<file path="config.mk">
export PLATFORM = sky130hd
export DESIGN_NAME = ringtone_note_token_decoder_unit_flat
export DESIGN_NICKNAME = d
export VERILOG_FILES = /design/src/rtl/rtnd_pkg.sv /design/src/rtl/rtnd_ifs.sv /design/src/rtl/rtnd_front.sv /design/src/rtl/rtnd_queue.sv /design/src/rtl/rtnd_back.sv /design/src/rtl/ringtone_note_token_decoder_unit.sv /design/src/flat_wrapper.sv
export VERILOG_INCLUDE_DIRS = /design/src /design/src/rtl
export SDC_FILE = /design/constraint.sdc
export NUM_CORES = 1
export LEC_CHECK = 0
export BUFFER_PORTS_ARGS = -buffer_cell sky130_fd_sc_hd__buf_4
export CORE_ASPECT_RATIO = 0.6
export CORE_MARGIN = 2
export CORE_UTILIZATION = 35
export CTS_CLUSTER_SIZE = 30
export DETAILED_ROUTE_END_ITERATION = 10
export PLACE_DENSITY = 0.51
export SLEW_MARGIN = 30
export SYNTH_ARGS = -nofsm -noshare
export SYNTH_HDL_FRONTEND = slang
export SYNTH_SLANG_ARGS = --single-unit
export TNS_END_PERCENT = 100
</file>
<file path="constraint.sdc">
create_clock -name clk -period 7.6 [get_ports clk]
set_input_delay 1.52 -clock clk [delete_from_list [all_inputs] [get_ports clk]]
set_output_delay 1.52 -clock clk [all_outputs]
set_load 0.05 [all_outputs]
</file>
<file path="src/rtl/ringtone_note_token_decoder_unit_macros.svh">
// ----------------------------------------------------------------------------
// Ringtone note decoder assertion macros
// Shared concurrent check forms; the using scope provides clk and arst_n.
// ----------------------------------------------------------------------------
`ifndef RINGTONE_NOTE_TOKEN_DECODER_UNIT_MACROS_SVH
`define RINGTONE_NOTE_TOKEN_DECODER_UNIT_MACROS_SVH

// condition must hold on every clock edge out of reset
`define RTND_CHECK(label, cond) \
	label: assert property (@(posedge clk) disable iff (!arst_n) (cond)) \
		else $error("rtnd check failed");

// consequent must hold whenever the antecedent holds
`define RTND_IMPLY(label, ante, cons) \
	label: assert property (@(posedge clk) disable iff (!arst_n) (ante) |-> (cons)) \
		else $error("rtnd implication failed");

`endif

</file>
<file path="src/rtl/rtnd_pkg.sv">
// ----------------------------------------------------------------------------
// Ringtone note decoder package
// Character codes, configuration and job types, and the letter reload table.
// ----------------------------------------------------------------------------
package rtnd_pkg;

	// character codes
	localparam logic [7:0] CH_COMMA = 8'h2C;
	localparam logic [7:0] CH_DOT   = 8'h2E;
	localparam logic [7:0] CH_SHARP = 8'h23;
	localparam logic [7:0] CH_ZERO  = 8'h30;
	localparam logic [7:0] CH_NINE  = 8'h39;
	localparam logic [7:0] CH_SPACE = 8'h20;
	localparam logic [7:0] CH_LC_A  = 8'h61;
	localparam logic [7:0] CH_LC_Z  = 8'h7A;
	localparam logic [7:0] CH_CASE  = 8'h20;
	localparam logic [7:0] CH_A     = 8'h41;
	localparam logic [7:0] CH_B     = 8'h42;
	localparam logic [7:0] CH_C     = 8'h43;
	localparam logic [7:0] CH_D     = 8'h44;
	localparam logic [7:0] CH_E     = 8'h45;
	localparam logic [7:0] CH_F     = 8'h46;
	localparam logic [7:0] CH_G     = 8'h47;
	localparam logic [7:0] CH_REST  = 8'h50;

	// register indexes
	localparam logic [1:0] CFG_BPM      = 2'd0;
	localparam logic [1:0] CFG_DFLT_DUR = 2'd1;
	localparam logic [1:0] CFG_DFLT_OCT = 2'd2;

	localparam logic [9:0] BPM_RESET      = 10'd180;
	localparam logic [5:0] DFLT_DUR_RESET = 6'd8;
	localparam logic [3:0] DFLT_OCT_RESET = 4'd6;

	localparam logic [13:0] ACC_MAX  = 14'd16383;
	localparam logic [17:0] TICK_NUM = 18'd60000;
	localparam logic [23:0] GAP_DIV  = 24'd10;

	// x / 10 as (x * GAP_RECIP) >> GAP_SHIFT, exact for any 18-bit x
	localparam logic [17:0] GAP_RECIP = 18'd209716;
	localparam int          GAP_SHIFT = 21;

	typedef struct packed {
		logic [9:0] bpm;
		logic [5:0] dflt_dur;
		logic [3:0] dflt_oct;
	} rtnd_cfg_t;

	// one note to carry out
	typedef struct packed {
		logic [7:0]  reload;
		logic        rest;
		logic [3:0]  oct;
		logic [13:0] dur;
		logic        dot;
		logic        eos;
	} rtnd_job_t;

	function automatic logic [7:0] reload_lookup(input logic [7:0] up, input logic sharp);
		logic [7:0] r;
		case (up)
			CH_A:    r = sharp ? 8'd124 : 8'd116;
			CH_B:    r = 8'd131;
			CH_C:    r = sharp ? 8'd32 : 8'd20;
			CH_D:    r = sharp ? 8'd58 : 8'd46;
			CH_E:    r = 8'd70;
			CH_F:    r = sharp ? 8'd89 : 8'd78;
			CH_G:    r = sharp ? 8'd107 : 8'd98;
			default: r = 8'd0;
		endcase
		return r;
	endfunction

endpackage

</file>
<file path="src/rtl/rtnd_ifs.sv">
// ----------------------------------------------------------------------------
// Ringtone note decoder channels
// Valid/ready interfaces for the character stream and the note stream.
// ----------------------------------------------------------------------------
interface rtnd_char_if;
	logic       valid;
	logic       ready;
	logic [7:0] char_code;
	logic       last_char;

	modport source(output valid, output char_code, output last_char, input ready);
	modport sink(input valid, input char_code, input last_char, output ready);
endinterface

interface rtnd_note_if;
	logic        valid;
	logic        ready;
	logic [7:0]  reload_value;
	logic [1:0]  prescaler_code;
	logic        is_rest;
	logic [3:0]  octave;
	logic [17:0] duration_ms;
	logic [14:0] gap_ms;
	logic        end_of_song;

	modport source(output valid, output reload_value, output prescaler_code,
		output is_rest, output octave, output duration_ms, output gap_ms,
		output end_of_song, input ready);
	modport sink(input valid, input reload_value, input prescaler_code,
		input is_rest, input octave, input duration_ms, input gap_ms,
		input end_of_song, output ready);
endinterface

</file>
<file path="src/rtl/rtnd_front.sv">
// ----------------------------------------------------------------------------
// Ringtone note decoder front end
// Parses characters into tokens and pushes one job per note to the queue.
// ----------------------------------------------------------------------------
`include "ringtone_note_token_decoder_unit_macros.svh"

module rtnd_front #(
	parameter int TOKEN_CHARS = 5
) (
	input  logic               clk,
	input  logic               arst_n,
	input  rtnd_pkg::rtnd_cfg_t cfg,
	rtnd_char_if.sink          chars,
	output rtnd_pkg::rtnd_job_t job,
	output logic               push,
	input  logic               full
);
	import rtnd_pkg::*;

	localparam int IDX_W = $clog2(TOKEN_CHARS + 1);
	localparam logic [IDX_W-1:0] IDX_LIMIT = IDX_W'(TOKEN_CHARS);

	logic [IDX_W-1:0] idx_q, idx_b, idx_n;
	logic             seen_q, seen_b, seen_n;
	logic [13:0]      acc_q, acc_b, acc_n;
	logic [7:0]       letter_q, letter_b, letter_n;
	logic             sharp_q, sharp_b, sharp_n;
	logic             dot_q, dot_b, dot_n;
	logic [3:0]       oct_q, oct_b, oct_n;
	logic             end_pend_q;

	logic [7:0]  c, up;
	logic        is_digit, accept, emit_note;
	logic [17:0] acc_ext;
	rtnd_job_t   note_job, end_job;

	assign c        = chars.char_code;
	assign is_digit = (c >= CH_ZERO) && (c <= CH_NINE);
	assign chars.ready = !full && !end_pend_q;
	assign accept    = chars.valid && chars.ready;
	assign emit_note = accept && ((c == CH_COMMA) || chars.last_char);

	// token fields as seen by this character: a fresh token starts cleared, at the default octave
	always_comb begin
		if (idx_q == '0) begin
			idx_b    = '0;
			seen_b   = 1'b0;
			acc_b    = '0;
			letter_b = CH_SPACE;
			sharp_b  = 1'b0;
			dot_b    = 1'b0;
			oct_b    = cfg.dflt_oct;
		end else begin
			idx_b    = idx_q;
			seen_b   = seen_q;
			acc_b    = acc_q;
			letter_b = letter_q;
			sharp_b  = sharp_q;
			dot_b    = dot_q;
			oct_b    = oct_q;
		end
	end

	// take one character into the token
	assign acc_ext = 18'(acc_b) * 18'd10 + 18'(c[3:0]);

	always_comb begin
		idx_n    = idx_b;
		seen_n   = seen_b;
		acc_n    = acc_b;
		letter_n = letter_b;
		sharp_n  = sharp_b;
		dot_n    = dot_b;
		oct_n    = oct_b;
		if ((c != CH_COMMA) && (idx_b < IDX_LIMIT)) begin
			idx_n = idx_b + 1'b1;
			if (!seen_b) begin
				if (is_digit) begin
					acc_n = (acc_ext > 18'(ACC_MAX)) ? ACC_MAX : acc_ext[13:0];
				end else begin
					letter_n = c;
					seen_n   = 1'b1;
				end
			end else if (is_digit) begin
				oct_n = c[3:0];
			end else if (c == CH_DOT) begin
				dot_n = 1'b1;
			end else if (c == CH_SHARP) begin
				sharp_n = 1'b1;
			end
		end
	end

	// job for the finished token and for the closing rest
	always_comb begin
		up = letter_n;
		if ((letter_n >= CH_LC_A) && (letter_n <= CH_LC_Z))
			up = letter_n - CH_CASE;
		note_job.reload = reload_lookup(up, sharp_n);
		note_job.rest   = (up == CH_REST);
		note_job.oct    = oct_n;
		note_job.dur    = (acc_n == '0) ? 14'(cfg.dflt_dur) : acc_n;
		note_job.dot    = dot_n;
		note_job.eos    = 1'b0;

		end_job.reload = 8'd0;
		end_job.rest   = 1'b1;
		end_job.oct    = cfg.dflt_oct;
		end_job.dur    = 14'(cfg.dflt_dur);
		end_job.dot    = 1'b1;
		end_job.eos    = 1'b1;
	end

	assign push = emit_note || (end_pend_q && !full);
	assign job  = end_pend_q ? end_job : note_job;

	// token registers
	always_ff @(posedge clk or negedge arst_n) begin
		if (!arst_n) begin
			idx_q      <= '0;
			end_pend_q <= 1'b0;
		end else begin
			if (accept)
				idx_q <= emit_note ? '0 : idx_n;
			if (accept && chars.last_char)
				end_pend_q <= 1'b1;
			else if (end_pend_q && !full)
				end_pend_q <= 1'b0;
		end
	end

	always_ff @(posedge clk) begin
		if (accept) begin
			seen_q   <= seen_n;
			acc_q    <= acc_n;
			letter_q <= letter_n;
			sharp_q  <= sharp_n;
			dot_q    <= dot_n;
			oct_q    <= oct_n;
		end
	end

	// closing rest must go out before the next character is taken
	`RTND_IMPLY(a_end_blocks_input, end_pend_q, !chars.ready)

endmodule

</file>
<file path="src/rtl/rtnd_queue.sv">
// ----------------------------------------------------------------------------
// Ringtone note decoder job queue
// Two-entry queue between the parser and the duration engine.
// ----------------------------------------------------------------------------
`include "ringtone_note_token_decoder_unit_macros.svh"

module rtnd_queue (
	input  logic                clk,
	input  logic                arst_n,
	input  logic                push,
	input  rtnd_pkg::rtnd_job_t wr_job,
	output logic                full,
	input  logic                pop,
	output rtnd_pkg::rtnd_job_t rd_job,
	output logic                empty
);
	import rtnd_pkg::*;

	rtnd_job_t  slot_q [2];
	logic       wr_ptr_q, rd_ptr_q;
	logic [1:0] count_q;

	assign full   = (count_q == 2'd2);
	assign empty  = (count_q == 2'd0);
	assign rd_job = slot_q[rd_ptr_q];

	// pointers and fill count
	always_ff @(posedge clk or negedge arst_n) begin
		if (!arst_n) begin
			wr_ptr_q <= 1'b0;
			rd_ptr_q <= 1'b0;
			count_q  <= 2'd0;
		end else begin
			if (push)
				wr_ptr_q <= !wr_ptr_q;
			if (pop)
				rd_ptr_q <= !rd_ptr_q;
			case ({push, pop})
				2'b10:   count_q <= count_q + 2'd1;
				2'b01:   count_q <= count_q - 2'd1;
				default: count_q <= count_q;
			endcase
		end
	end

	always_ff @(posedge clk) begin
		if (push)
			slot_q[wr_ptr_q] <= wr_job;
	end

	`RTND_IMPLY(a_no_overflow, push, !full)
	`RTND_IMPLY(a_no_underflow, pop, !empty)

endmodule

</file>
<file path="src/rtl/rtnd_back.sv">
// ----------------------------------------------------------------------------
// Ringtone note decoder back end
// Works out note timing with a serial divider and holds the output.
// ----------------------------------------------------------------------------
`include "ringtone_note_token_decoder_unit_macros.svh"

module rtnd_back (
	input  logic                clk,
	input  logic                arst_n,
	input  logic [9:0]          bpm,
	input  rtnd_pkg::rtnd_job_t rd_job,
	input  logic                empty,
	output logic                pop,
	rtnd_note_if.source         notes
);
	import rtnd_pkg::*;

	localparam logic [2:0] ST_IDLE  = 3'd0;
	localparam logic [2:0] ST_MUL   = 3'd1;
	localparam logic [2:0] ST_DIV   = 3'd2;
	localparam logic [2:0] ST_SCALE = 3'd3;
	localparam logic [2:0] ST_DONE  = 3'd4;

	localparam logic [4:0] DIV_LAST = 5'd17;

	logic [2:0]  state_q;
	rtnd_job_t   job_q;
	logic [23:0] divisor_q, rem_q;
	logic [17:0] quo_q, dur_q;
	logic [4:0]  cnt_q;
	logic [1:0]  presc_q;
	logic        out_valid_q;

	logic [23:0] prod;
	logic [24:0] rem_sh;
	logic        q_bit;
	logic [17:0] scaled;
	logic [35:0] gap_prod;
	logic [1:0]  presc_n;
	logic        load_out;

	assign prod   = 24'(bpm) * 24'(job_q.dur);
	assign rem_sh = {rem_q, quo_q[17]};
	assign q_bit  = (rem_sh >= {1'b0, divisor_q});
	assign scaled = {quo_q[16:0], 1'b0} + (job_q.dot ? quo_q : 18'd0);

	// gap is a tenth of the duration, by reciprocal multiply
	assign gap_prod = 36'(dur_q) * 36'(GAP_RECIP);

	// octaves 4..7 map to codes 3..0, others keep the last code
	assign presc_n = (job_q.oct[3:2] == 2'b01) ? ~job_q.oct[1:0] : presc_q;

	assign pop      = (state_q == ST_IDLE) && !empty;
	assign load_out = (state_q == ST_DONE) && (!out_valid_q || notes.ready);

	// sequencer: multiply, divide tick count, scale, load
	always_ff @(posedge clk or negedge arst_n) begin
		if (!arst_n) begin
			state_q     <= ST_IDLE;
			presc_q     <= 2'd0;
			out_valid_q <= 1'b0;
		end else begin
			if (load_out) begin
				out_valid_q <= 1'b1;
				presc_q     <= presc_n;
			end else if (notes.ready)
				out_valid_q <= 1'b0;
			case (state_q)
				ST_IDLE:  if (!empty) state_q <= ST_MUL;
				ST_MUL:   state_q <= ST_DIV;
				ST_DIV:   if (cnt_q == DIV_LAST) state_q <= ST_SCALE;
				ST_SCALE: state_q <= ST_DONE;
				ST_DONE:  if (load_out) state_q <= ST_IDLE;
				default:  state_q <= ST_IDLE;
			endcase
		end
	end

	// datapath
	always_ff @(posedge clk) begin
		case (state_q)
			ST_IDLE: begin
				if (!empty)
					job_q <= rd_job;
			end
			ST_MUL: begin
				divisor_q <= (prod == '0) ? 24'd1 : prod;
				quo_q     <= TICK_NUM;
				rem_q     <= '0;
				cnt_q     <= '0;
			end
			ST_DIV: begin
				rem_q <= q_bit ? 24'(rem_sh - {1'b0, divisor_q}) : rem_sh[23:0];
				quo_q <= {quo_q[16:0], q_bit};
				cnt_q <= cnt_q + 5'd1;
			end
			ST_SCALE: begin
				dur_q <= scaled;
			end
			default: begin
			end
		endcase
	end

	// output register
	always_ff @(posedge clk) begin
		if (load_out) begin
			notes.reload_value   <= job_q.reload;
			notes.prescaler_code <= presc_n;
			notes.is_rest        <= job_q.rest;
			notes.octave         <= job_q.oct;
			notes.duration_ms    <= dur_q;
			notes.gap_ms         <= gap_prod[GAP_SHIFT +: 15];
			notes.end_of_song    <= job_q.eos;
		end
	end

	assign notes.valid = out_valid_q;

	`RTND_IMPLY(a_divisor_nonzero, state_q == ST_DIV, divisor_q != '0)

endmodule

</file>
<file path="src/rtl/ringtone_note_token_decoder_unit.sv">
// ----------------------------------------------------------------------------
// Ringtone note token decoder
// Top level: configuration registers, parser, job queue and timing engine.
// ----------------------------------------------------------------------------
// The block takes one melody character per cycle while its two-entry job
// queue has room; a comma or the last character turns the current token into
// a note job, and the last character also queues a closing dotted rest, which
// holds the input off until that rest is queued. Each note then passes through
// the timing engine in order: the queue pop, a tempo multiply, one 18-step
// pass of the restoring divider for the tick count, a scaling step and the
// output load; the gap comes from a reciprocal multiply as a tenth of the
// duration. The engine takes a new note from the queue only once the last
// one has been loaded into the output, and the queue absorbs the closing
// rest after the last character.
module ringtone_note_token_decoder_unit #(
	parameter int TOKEN_CHARS = 5
) (
	input  logic       clk,
	input  logic       arst_n,
	input  logic       cfg_we,
	input  logic [1:0] cfg_index,
	input  logic [9:0] cfg_data,
	rtnd_char_if.sink  chars,
	rtnd_note_if.source notes
);
	import rtnd_pkg::*;

	rtnd_cfg_t cfg_q;
	rtnd_job_t wr_job, rd_job;
	logic      push, pop, full, empty;

	// configuration registers
	always_ff @(posedge clk or negedge arst_n) begin
		if (!arst_n) begin
			cfg_q.bpm      <= BPM_RESET;
			cfg_q.dflt_dur <= DFLT_DUR_RESET;
			cfg_q.dflt_oct <= DFLT_OCT_RESET;
		end else if (cfg_we) begin
			case (cfg_index)
				CFG_BPM:      cfg_q.bpm      <= cfg_data;
				CFG_DFLT_DUR: cfg_q.dflt_dur <= cfg_data[5:0];
				CFG_DFLT_OCT: cfg_q.dflt_oct <= cfg_data[3:0];
				default:      cfg_q          <= cfg_q;
			endcase
		end
	end

	rtnd_front #(
		.TOKEN_CHARS(TOKEN_CHARS)
	) u_front (
		.clk    (clk),
		.arst_n (arst_n),
		.cfg    (cfg_q),
		.chars  (chars),
		.job    (wr_job),
		.push   (push),
		.full   (full)
	);

	rtnd_queue u_queue (
		.clk    (clk),
		.arst_n (arst_n),
		.push   (push),
		.wr_job (wr_job),
		.full   (full),
		.pop    (pop),
		.rd_job (rd_job),
		.empty  (empty)
	);

	rtnd_back u_back (
		.clk    (clk),
		.arst_n (arst_n),
		.bpm    (cfg_q.bpm),
		.rd_job (rd_job),
		.empty  (empty),
		.pop    (pop),
		.notes  (notes)
	);

endmodule
</file>
<file path="src/flat_wrapper.sv">
// flat-port wrapper written by rule: the top's interface ports become plain ports
module ringtone_note_token_decoder_unit_flat import rtnd_pkg::*;
#(
	parameter int TOKEN_CHARS = 5
)
  (clk, arst_n, cfg_we, cfg_index, cfg_data, chars_valid, chars_char_code, chars_last_char, chars_ready, notes_valid, notes_reload_value, notes_prescaler_code, notes_is_rest, notes_octave, notes_duration_ms, notes_gap_ms, notes_end_of_song, notes_ready);
  rtnd_char_if chars_i ();
  rtnd_note_if notes_i ();
  input  logic clk;
  input  logic arst_n;
  input  logic cfg_we;
  input  logic [1:0] cfg_index;
  input  logic [9:0] cfg_data;
  input wire logic [$bits(chars_i.valid)-1:0] chars_valid;
  input wire logic [$bits(chars_i.char_code)-1:0] chars_char_code;
  input wire logic [$bits(chars_i.last_char)-1:0] chars_last_char;
  output wire logic [$bits(chars_i.ready)-1:0] chars_ready;
  output wire logic [$bits(notes_i.valid)-1:0] notes_valid;
  output wire logic [$bits(notes_i.reload_value)-1:0] notes_reload_value;
  output wire logic [$bits(notes_i.prescaler_code)-1:0] notes_prescaler_code;
  output wire logic [$bits(notes_i.is_rest)-1:0] notes_is_rest;
  output wire logic [$bits(notes_i.octave)-1:0] notes_octave;
  output wire logic [$bits(notes_i.duration_ms)-1:0] notes_duration_ms;
  output wire logic [$bits(notes_i.gap_ms)-1:0] notes_gap_ms;
  output wire logic [$bits(notes_i.end_of_song)-1:0] notes_end_of_song;
  input wire logic [$bits(notes_i.ready)-1:0] notes_ready;
  assign chars_i.valid = chars_valid;
  assign chars_i.char_code = chars_char_code;
  assign chars_i.last_char = chars_last_char;
  assign chars_ready = chars_i.ready;
  assign notes_valid = notes_i.valid;
  assign notes_reload_value = notes_i.reload_value;
  assign notes_prescaler_code = notes_i.prescaler_code;
  assign notes_is_rest = notes_i.is_rest;
  assign notes_octave = notes_i.octave;
  assign notes_duration_ms = notes_i.duration_ms;
  assign notes_gap_ms = notes_i.gap_ms;
  assign notes_end_of_song = notes_i.end_of_song;
  assign notes_i.ready = notes_ready;
  ringtone_note_token_decoder_unit #(.TOKEN_CHARS(TOKEN_CHARS)) u_core (.clk(clk), .arst_n(arst_n), .cfg_we(cfg_we), .cfg_index(cfg_index), .cfg_data(cfg_data), .chars(chars_i), .notes(notes_i));
endmodule
</file>
==> results of run 1 <==
[kinds of logic after synthesis]
group	after synthesis	synth area share, %
XOR/XNOR	91	3.40
AO/OA/AOI/OAI	306	8.75
buffers and inverters	367	5.86
flip-flops	288	35.9
adder cells (fa/ha/maj)	454	30.1
AND/OR/NAND/NOR	564	12.2
multiplexers	82	3.79
[placed cells by master, fill, tap and decap left out, types with 36 or more instances in the layout]
master     Yosys  final
a21oi_1       77     77
and2_1       109    109
nor2_1       127    123
mux2_2        61     61
ha_1         262    262
fa_1         192    192
o21ai_0       60     59
nand2_1      135    135
buf_4          0     94
inv_1        305    304
xnor2_1       62     62
edfxtp_1     254    254
clkbuf_16      0     36
[state kept, by name (all words and copies together) (netlist names), 5 cells and up]
signal and flops:
u_core.u_front.letter_q 8, u_core.u_front.acc_q 14, u_core.u_back.quo_q 18, u_core.u_back.notes.reload_value 8
u_core.u_back.notes.duration_ms 18, u_core.cfg_q 20, u_core.u_back.cnt_q 5, u_core.u_back.job_q 29
u_core.u_back.notes.gap_ms 15, u_core.u_back.rem_q 24, u_core.u_back.dur_q 18, u_core.u_queue.slot_q 58
u_core.u_back.divisor_q 24
[worst max-delay path: stages (launching register included)]
cell      delay (ns)
edfxtp_1        0.53
ha_1            0.38
inv_1           0.07
fa_1            0.54
inv_1           0.06
fa_1            0.50
fa_1            0.52
fa_1            0.52
fa_1            0.49
ha_1            0.33
and3_1          0.19
a221oi_1        0.10
and3_1          0.16
o21a_1          0.13
o41ai_1         0.78
o31ai_1         0.19
a211o_1         0.32
a311oi_1        0.46
a311oi_1        0.19
xnor2_1         0.15
[cell usage after synthesis, drive strengths merged, types with 11 or more instances]
master / instances / area (um^2)
a211oi: 17 / 128
and2: 109 / 682
nor4: 13 / 81.3
o21a: 19 / 143
buf: 11 / 48.8
a21o: 24 / 180
o21ai: 64 / 328
nand3: 23 / 115
nor2b: 18 / 113
a21oi: 78 / 394
nand2: 135 / 507
or2: 11 / 68.8
nand2b: 25 / 156
xnor2: 63 / 559
clkbuf: 49 / 184
a31oi: 17 / 119
mux2i: 21 / 210
and3: 23 / 144
edfxtp: 254 / 7630
nor3: 30 / 150
nor2: 127 / 477
xor2: 28 / 245
or3: 12 / 75.1
inv: 305 / 1140
dfrtp: 27 / 676
ha: 262 / 3280
mux2: 61 / 687
fa: 192 / 3840
[area by class of cell]
cell class	instances	share of cell area (%)
sequential	288	32.2
tap	900	4.27
inverter	307	4.37
clock inverter	10	0.289
timing repair buffer	94	2.68
clock buffer	48	3.81
multi-input combinational	1497	52.4
[metal layers]
| layer | part of all wire [%] | global-route usage (%) | vias up |
|---|---|---|---|
| li1 | - | - | 7546 |
| met1 | 55 | 26.8 | 7850 |
| met2 | 39 | 22.8 | 257 |
| met3 | 4.2 | 2.17 | 56 |
| met4 | 1.6 | 2.65 | 0 |
| met5 | 0 | 0 | - |
[worst max path at each step]
stage                      startpoint                        endpoint  slack, ns  cells after the start
2_1_floorplan        u_core.cfg_q[12]      u_core.u_back.divisor_q[0]       1.39                     19
3_3_place_gp   u_core.u_back.dur_q[2]  u_core.u_back.notes.gap_ms[14]       0.82                     19
3_5_place_dp   u_core.u_back.dur_q[4]  u_core.u_back.notes.gap_ms[14]       0.67                     19
4_1_cts        u_core.u_back.dur_q[2]  u_core.u_back.notes.gap_ms[14]       0.65                     19
5_1_grt        u_core.u_back.dur_q[2]  u_core.u_back.notes.gap_ms[14]       0.23                     19
6_report       u_core.u_back.dur_q[4]  u_core.u_back.notes.gap_ms[14]       0.75                     19
[through the flow]
stage	cell area (um^2)	util (%)	hold slack (ns)
2_1_floorplan	23700	-	0.400
3_3_place_gp	25300	38.0	0.405
3_5_place_dp	25300	38.0	0.407
4_1_cts	26400	39.7	0.422
5_1_grt	26400	39.7	0.429
6_report	26400	39.7	0.421
==> results.cfg, run 1 <==
[routing]
dr.pass1.iters = 6
finalWirelength_mm = 55.6
routedWlPerCell_um = 17.7
drt.antenna.violating_nets = 0
first_iter_violations = 961
drcViolationCount = 0
vias = 15709
vias_per_cell = 5.00

[final_layout]
num-nets-final = 2699
drive_above_1_share_pct = 11.2
fillers = 6492
seqCellArea_um2 = 8490
final_cells = 3144
antenna_cells = 0
multiInputGateArea_um2 = 13800
area_delta_synth_final_pct = 11.5

[synthesis]
synth_top_flop_cell = edfxtp_1
syn-num-nets = 2632
synth.avg_cell_area_um2 = 11.0
yosys_register_bits = 288
syn_inst = 2152
synth.distinct_cells = 85
synth_edf_count = 254
ys_seq_area_share_pct = 35.9
synthArstFlopShare_pct = 11.8
ys_warn_count = 0
synth_area_um2 = 23700

[sta]
maxSlewViolCount = 0
tns_ns = 0
finalSetupViolations = 0
fin_ws_ns = 0.746
worstMarginPinSlew_ns = 0.945
hold_viol_final = 0
fin_crit_sh_pct = 90.2
max-slew-margin-rel_pct = 36.7
timing.fmax_mhz = 146
rsz0062_at_grt = no
finClkSkew_ns = 0.0252
fin_crit_ns = 6.85

[cts]
clk_latency_ns = 0.61
post_cts_buffers = 0
clock_sinks = 288
clk_pin_slew_ns = 0.07
cts-root-buf = clkbuf_16
clk_path_buf_depth = 3
ctsResizeCount = 0
cts_tree = done
cts_buffers = 31
htreeDepth = 1
cts_hold_buf = 0

[status]
status = complete, no violations

[job]
maxCapViolCount = 0

[hold_path]
hold_depth = 0
worstHoldStart = u_core.u_back.job_q[24]
hold_class = flip-flop to flip-flop
min_to = u_core.u_back.notes.reload_value[3]

[place]
dpl.hpwl_mm = 44.2
gp_congestion = 0.880
placed_cells = 3086
port-buffer-count = 76
preCtsSetupSlack_ns = 0.667

[die]
num_rows = 73
die_y_um = 205
core_area_um2 = 66500
dieArea_um2 = 69700
num_io_pins = 77
chipWidth_um = 340
start_util_pct = 35.6

[setup_path]
arrival_ns = 7.20
crit_type = flip-flop to flip-flop
r2r_end = u_core.u_back.notes.gap_ms[14]
worst_ep_required_time_ns = 7.95
critPathMaxFanout = 6
reg2reg_slack_ns = 0.75
timing.rr.start = u_core.u_back.dur_q[4]
start_kind = flip-flop
rr_worst_depth = 19
worstSetupEndpointType = flip-flop

[grt]
grt_pass1_wl_mm = 90.4
antenna_found_initial = 0
grt_max_degree = 52
overflow = 0
grt_use_total_pct = 16.4
grt_pass1_vias = 15965
Power of run 1 is not shown: default switching activity piles up to over one toggle a cycle in this logic, so the estimate is an artifact.
==> run 2, diff against run 1 <==
- CORE_UTILIZATION: 35 -> 58
- PLACE_DENSITY: 0.51 -> 0.76
- SLEW_MARGIN: 30 -> not set
==> results.cfg, run 2 (synthesized netlist as in run 1, its figures left out) <==
[sta]
timing.fmax_mhz = 150
tns_ns = 0
maxSlewViolCount = 0
fin_crit_sh_pct = 88.0
fin_ws_ns = 0.914
hold_viol_final = 0
worstMarginPinSlew_ns = 1.17
max-slew-margin-rel_pct = 22.0
finClkSkew_ns = 0.0191
finalSetupViolations = 0
rsz0062_at_grt = no
fin_crit_ns = 6.69

[final_layout]
final_common_cell = inv_1
final_cells = 2769
area_delta_synth_final_pct = 8.84
reg.largest.list = u_core.u_queue.slot_q: 58 flops, u_core.u_back.job_q: 29 flops
regMostFlops = u_core.u_queue.slot_q
antenna_cells = 0
final_area_um2 = 25700
drive_above_1_share_pct = 10.9
mostFrequentLayoutCells = inv_1 (304), ha_1 (262), edfxtp_1 (254), fa_1 (192), nand2_1 (135)
largest_reg_flops = 58
num-nets-final = 2696

[cts]
clk_path_buf_depth = 3
cts_buffers = 28
cts_tree = done
cts-root-buf = clkbuf_16
clk_pin_slew_ns = 0.07
htreeDepth = 1
post_cts_buffers = 0
clock_sinks = 288
ctsResizeCount = 0
clk_latency_ns = 0.58
cts_hold_buf = 0

[die]
start_util_pct = 58.6
dieArea_um2 = 42500
chipWidth_um = 265
die_y_um = 160
num_rows = 57
core_area_um2 = 40400
num_io_pins = 77

[routing]
finalWirelength_mm = 53.6
dr.pass1.iters = 10
vias = 16021
drt.antenna.violating_nets = 0
vias_per_cell = 5.79
first_iter_violations = 1384
drcViolationCount = 0
routedWlPerCell_um = 19.3

[status]
status = complete, no violations

[setup_path]
worstSetupEndpointType = flip-flop
critPathMaxFanout = 15
crit_top_cell = fa_1
crit_type = flip-flop to flip-flop
cpMaxStageDelayCell = dfrtp_1
arrival_ns = 7.09
crit_family = adder cells
worst_ep_required_time_ns = 8.00
slowest_delay_ns = 0.66
cp_num_buf_inv = 1
start_kind = flip-flop
cp_cell_sequence = nand2_1, fa_1, fa_1, inv_1, fa_1, fa_1, fa_1, ha_1, and2_1, and3_1, nand3b_1, and3_1, nor4_1, nor3_1, or4_1, or4b_1, o31ai_2

[place]
gp_congestion = 0.918
place_area_um2 = 24800
port-buffer-count = 76
preCtsSetupSlack_ns = 0.898
placed_cells = 2717
dpl.hpwl_mm = 42.0

[grt]
antenna_found_initial = 0
grt_use_total_pct = 26.0
grt_pass1_vias = 16289
grt_pass1_wl_mm = 87.5
grt_max_degree = 52
overflow = 0

[hold_path]
hold_class = flip-flop to flip-flop

[job]
maxCapViolCount = 0
## run 2: cell type report
type	instances	area [um^2]
fill	3166	14600
multi-input combinational	1497	13800
sequential	288	8490
inverter	307	1150
clock buffer	39	783
timing repair buffer	94	706
tap	531	664
clock inverter	13	128
## run 2: worst reg2reg max path: stages, from the launching register on
cell and delay [ns]:
dfrtp_1 0.66, nand2_1 0.16, fa_1 0.53, fa_1 0.57
inv_1 0.06, fa_1 0.50, fa_1 0.52, fa_1 0.49
ha_1 0.37, and2_1 0.17, and3_1 0.19, nand3b_1 0.11
and3_1 0.24, nor4_1 0.54, nor3_1 0.16, or4_1 0.53
or4b_1 0.52, o31ai_2 0.20
## run 2: final timing paths
| kind | slack [ns] | start | cells past startpoint | end |
|---|---|---|---|---|
| max | 0.91 | u_core.cfg_q[19] | 17 | u_core.u_back.divisor_q[0] |
| min | 0.42 | u_core.u_back.job_q[26] | 0 | u_core.u_back.notes.reload_value[5] |
| max reg2reg | 0.91 | u_core.cfg_q[19] | 17 | u_core.u_back.divisor_q[0] |
| min reg2reg | 0.42 | u_core.u_back.job_q[26] | 0 | u_core.u_back.notes.reload_value[5] |
| max in group asynchronous | 6.29 | arst_n | 1 | u_core.cfg_q[7] |
| min in group asynchronous | 0.92 | arst_n | 1 | u_core.cfg_q[18] |
## run 2: metrics by stage
step	hold WS (ns)	util, %
after floorplan	0.400	-
after global placement	0.404	61.5
after detailed placement	0.405	61.5
after CTS	0.420	63.8
after global routing	0.423	63.8
final	0.418	63.8
## run 2: per-layer routing
metal | share of wire, % | track usage (%) | vias up | wire (um)
met5 | 0 | 0 | - | 0
met4 | 1.7 | 4.60 | 0 | 906
met3 | 7.6 | 5.14 | 68 | 4070
met2 | 43 | 38.3 | 474 | 22800
met1 | 48 | 40.4 | 7932 | 25800
li1 | - | - | 7547 | -
Power of run 2 is left out for the same reason.
==> run 3, diff against run 2 <==
- clock period: 7.6 -> 7.4 ns (I/O delays scaled with it)
==> results.cfg, run 3 (synthesized netlist as in run 1, its figures left out) <==
[status]
status = complete, no violations

[final_layout]
mostFrequentLayoutCells = inv_1 (304), ha_1 (262), edfxtp_1 (254), fa_1 (192), nand2_1 (135)
reg.largest.list = u_core.u_queue.slot_q: 58 flops, u_core.u_back.job_q: 29 flops
regMostFlops = u_core.u_queue.slot_q
largest_reg_flops = 58
antenna_cells = 0
num-nets-final = 2696
drive_above_1_share_pct = 11.0
area_delta_synth_final_pct = 8.88
final_common_cell = inv_1

[routing]
top_layer_used = met4
vias = 16443
dr.pass1.iters = 5
finalWirelength_mm = 54.2
first_iter_violations = 1415
route.met3.wl_mm = 4.53
drt.antenna.violating_nets = 0
drcViolationCount = 0
routedWlPerCell_um = 19.6
vias_per_cell = 5.94
dr_wl_met2_mm = 23.5
drt-met1-wl_mm = 25.5

[grt]
grt_pass1_vias = 16668
grt_use_total_pct = 26.3
overflow = 0
antenna_found_initial = 0
grt_max_degree = 52
grt_pass1_wl_mm = 89.0

[sta]
fin_crit_ns = 6.70
finClkSkew_ns = 0.0258
fin_ws_ns = 0.703
rsz0062_at_grt = no
tns_ns = 0
hold_viol_final = 0
maxSlewViolCount = 0
worstMarginPinSlew_ns = 1.20
timing.fmax_mhz = 149
max-slew-margin-rel_pct = 19.8
fin_crit_sh_pct = 90.5
finalSetupViolations = 0

[place]
preCtsSetupSlack_ns = 0.719
gp_congestion = 0.936
dpl.hpwl_mm = 42.4
port-buffer-count = 76

[cts]
post_cts_buffers = 0
cts_tree = done
clk_latency_ns = 0.57
cts_buffers = 28
clk_pin_slew_ns = 0.07
clk_path_buf_depth = 3
ctsResizeCount = 0
cts-root-buf = clkbuf_16
htreeDepth = 1
cts_hold_buf = 0
clock_sinks = 288

[setup_path]
worstSetupEndpointType = flip-flop
start_kind = flip-flop
worst_ep_required_time_ns = 7.79
arrival_ns = 7.09
crit_type = flip-flop to flip-flop
reg2reg_slack_ns = 0.70
critPathMaxFanout = 15

[die]
core_area_um2 = 40400
die_y_um = 160
num_rows = 57
num_io_pins = 77
chipWidth_um = 265
dieArea_um2 = 42500
start_util_pct = 58.6

[hold_path]
hold_class = flip-flop to flip-flop

[job]
maxCapViolCount = 0
## run 3: routing by layer
metal	track usage (%)	up-vias
met1	40.7	8197
met5	0	-
li1	-	7563
met2	39.5	625
met4	4.16	0
met3	4.80	58
## run 3: critical path, cell delays in order (launching register included)
cell      delay (ns)
dfrtp_1         0.70
nand2_1         0.16
fa_1            0.56
inv_1           0.05
fa_1            0.53
fa_1            0.45
fa_1            0.54
fa_1            0.51
ha_1            0.39
a21o_1          0.18
a21oi_1         0.21
and3_1          0.18
and3_1          0.30
o31ai_1         0.12
a211oi_1        0.26
nor3_1          0.10
or4_1           0.55
or4b_1          0.54
o31ai_2         0.19
## run 3: cell type report
type | instances | area (um^2)
multi-input cells | 1497 | 13800
well taps | 531 | 664
inverters | 307 | 1150
clock inverters | 20 | 171
fillers | 3081 | 14600
repair buffers | 94 | 706
flip-flops and latches | 288 | 8490
clock buffers | 31 | 743
## run 3: final timing paths
kind	start	endpoint	depth (start not counted)
worst min-delay path	u_core.u_back.job_q[23]	u_core.u_back.notes.reload_value[2]	0
worst max register to register	u_core.cfg_q[13]	u_core.u_back.divisor_q[0]	18
min in group asynchronous	arst_n	u_core.cfg_q[8]	1
worst max-delay path	u_core.cfg_q[13]	u_core.u_back.divisor_q[0]	18
worst min register to register	u_core.u_back.job_q[23]	u_core.u_back.notes.reload_value[2]	0
max in group asynchronous	arst_n	u_core.cfg_q[12]	1
## run 3: metrics by stage
stage / util (%) / hold slack (ns) / cell area [um^2] / instances
after floorplan: - / 0.400 / 23700 / 2152
after global placement: 61.5 / 0.406 / 24800 / 2717
after detailed placement: 61.5 / 0.406 / 24800 / 2717
after CTS: 63.8 / 0.421 / 25700 / 2768
after global routing: 63.8 / 0.428 / 25800 / 2768
final: 63.8 / 0.418 / 25800 / 2768
Power of run 3 is left out for the same reason.
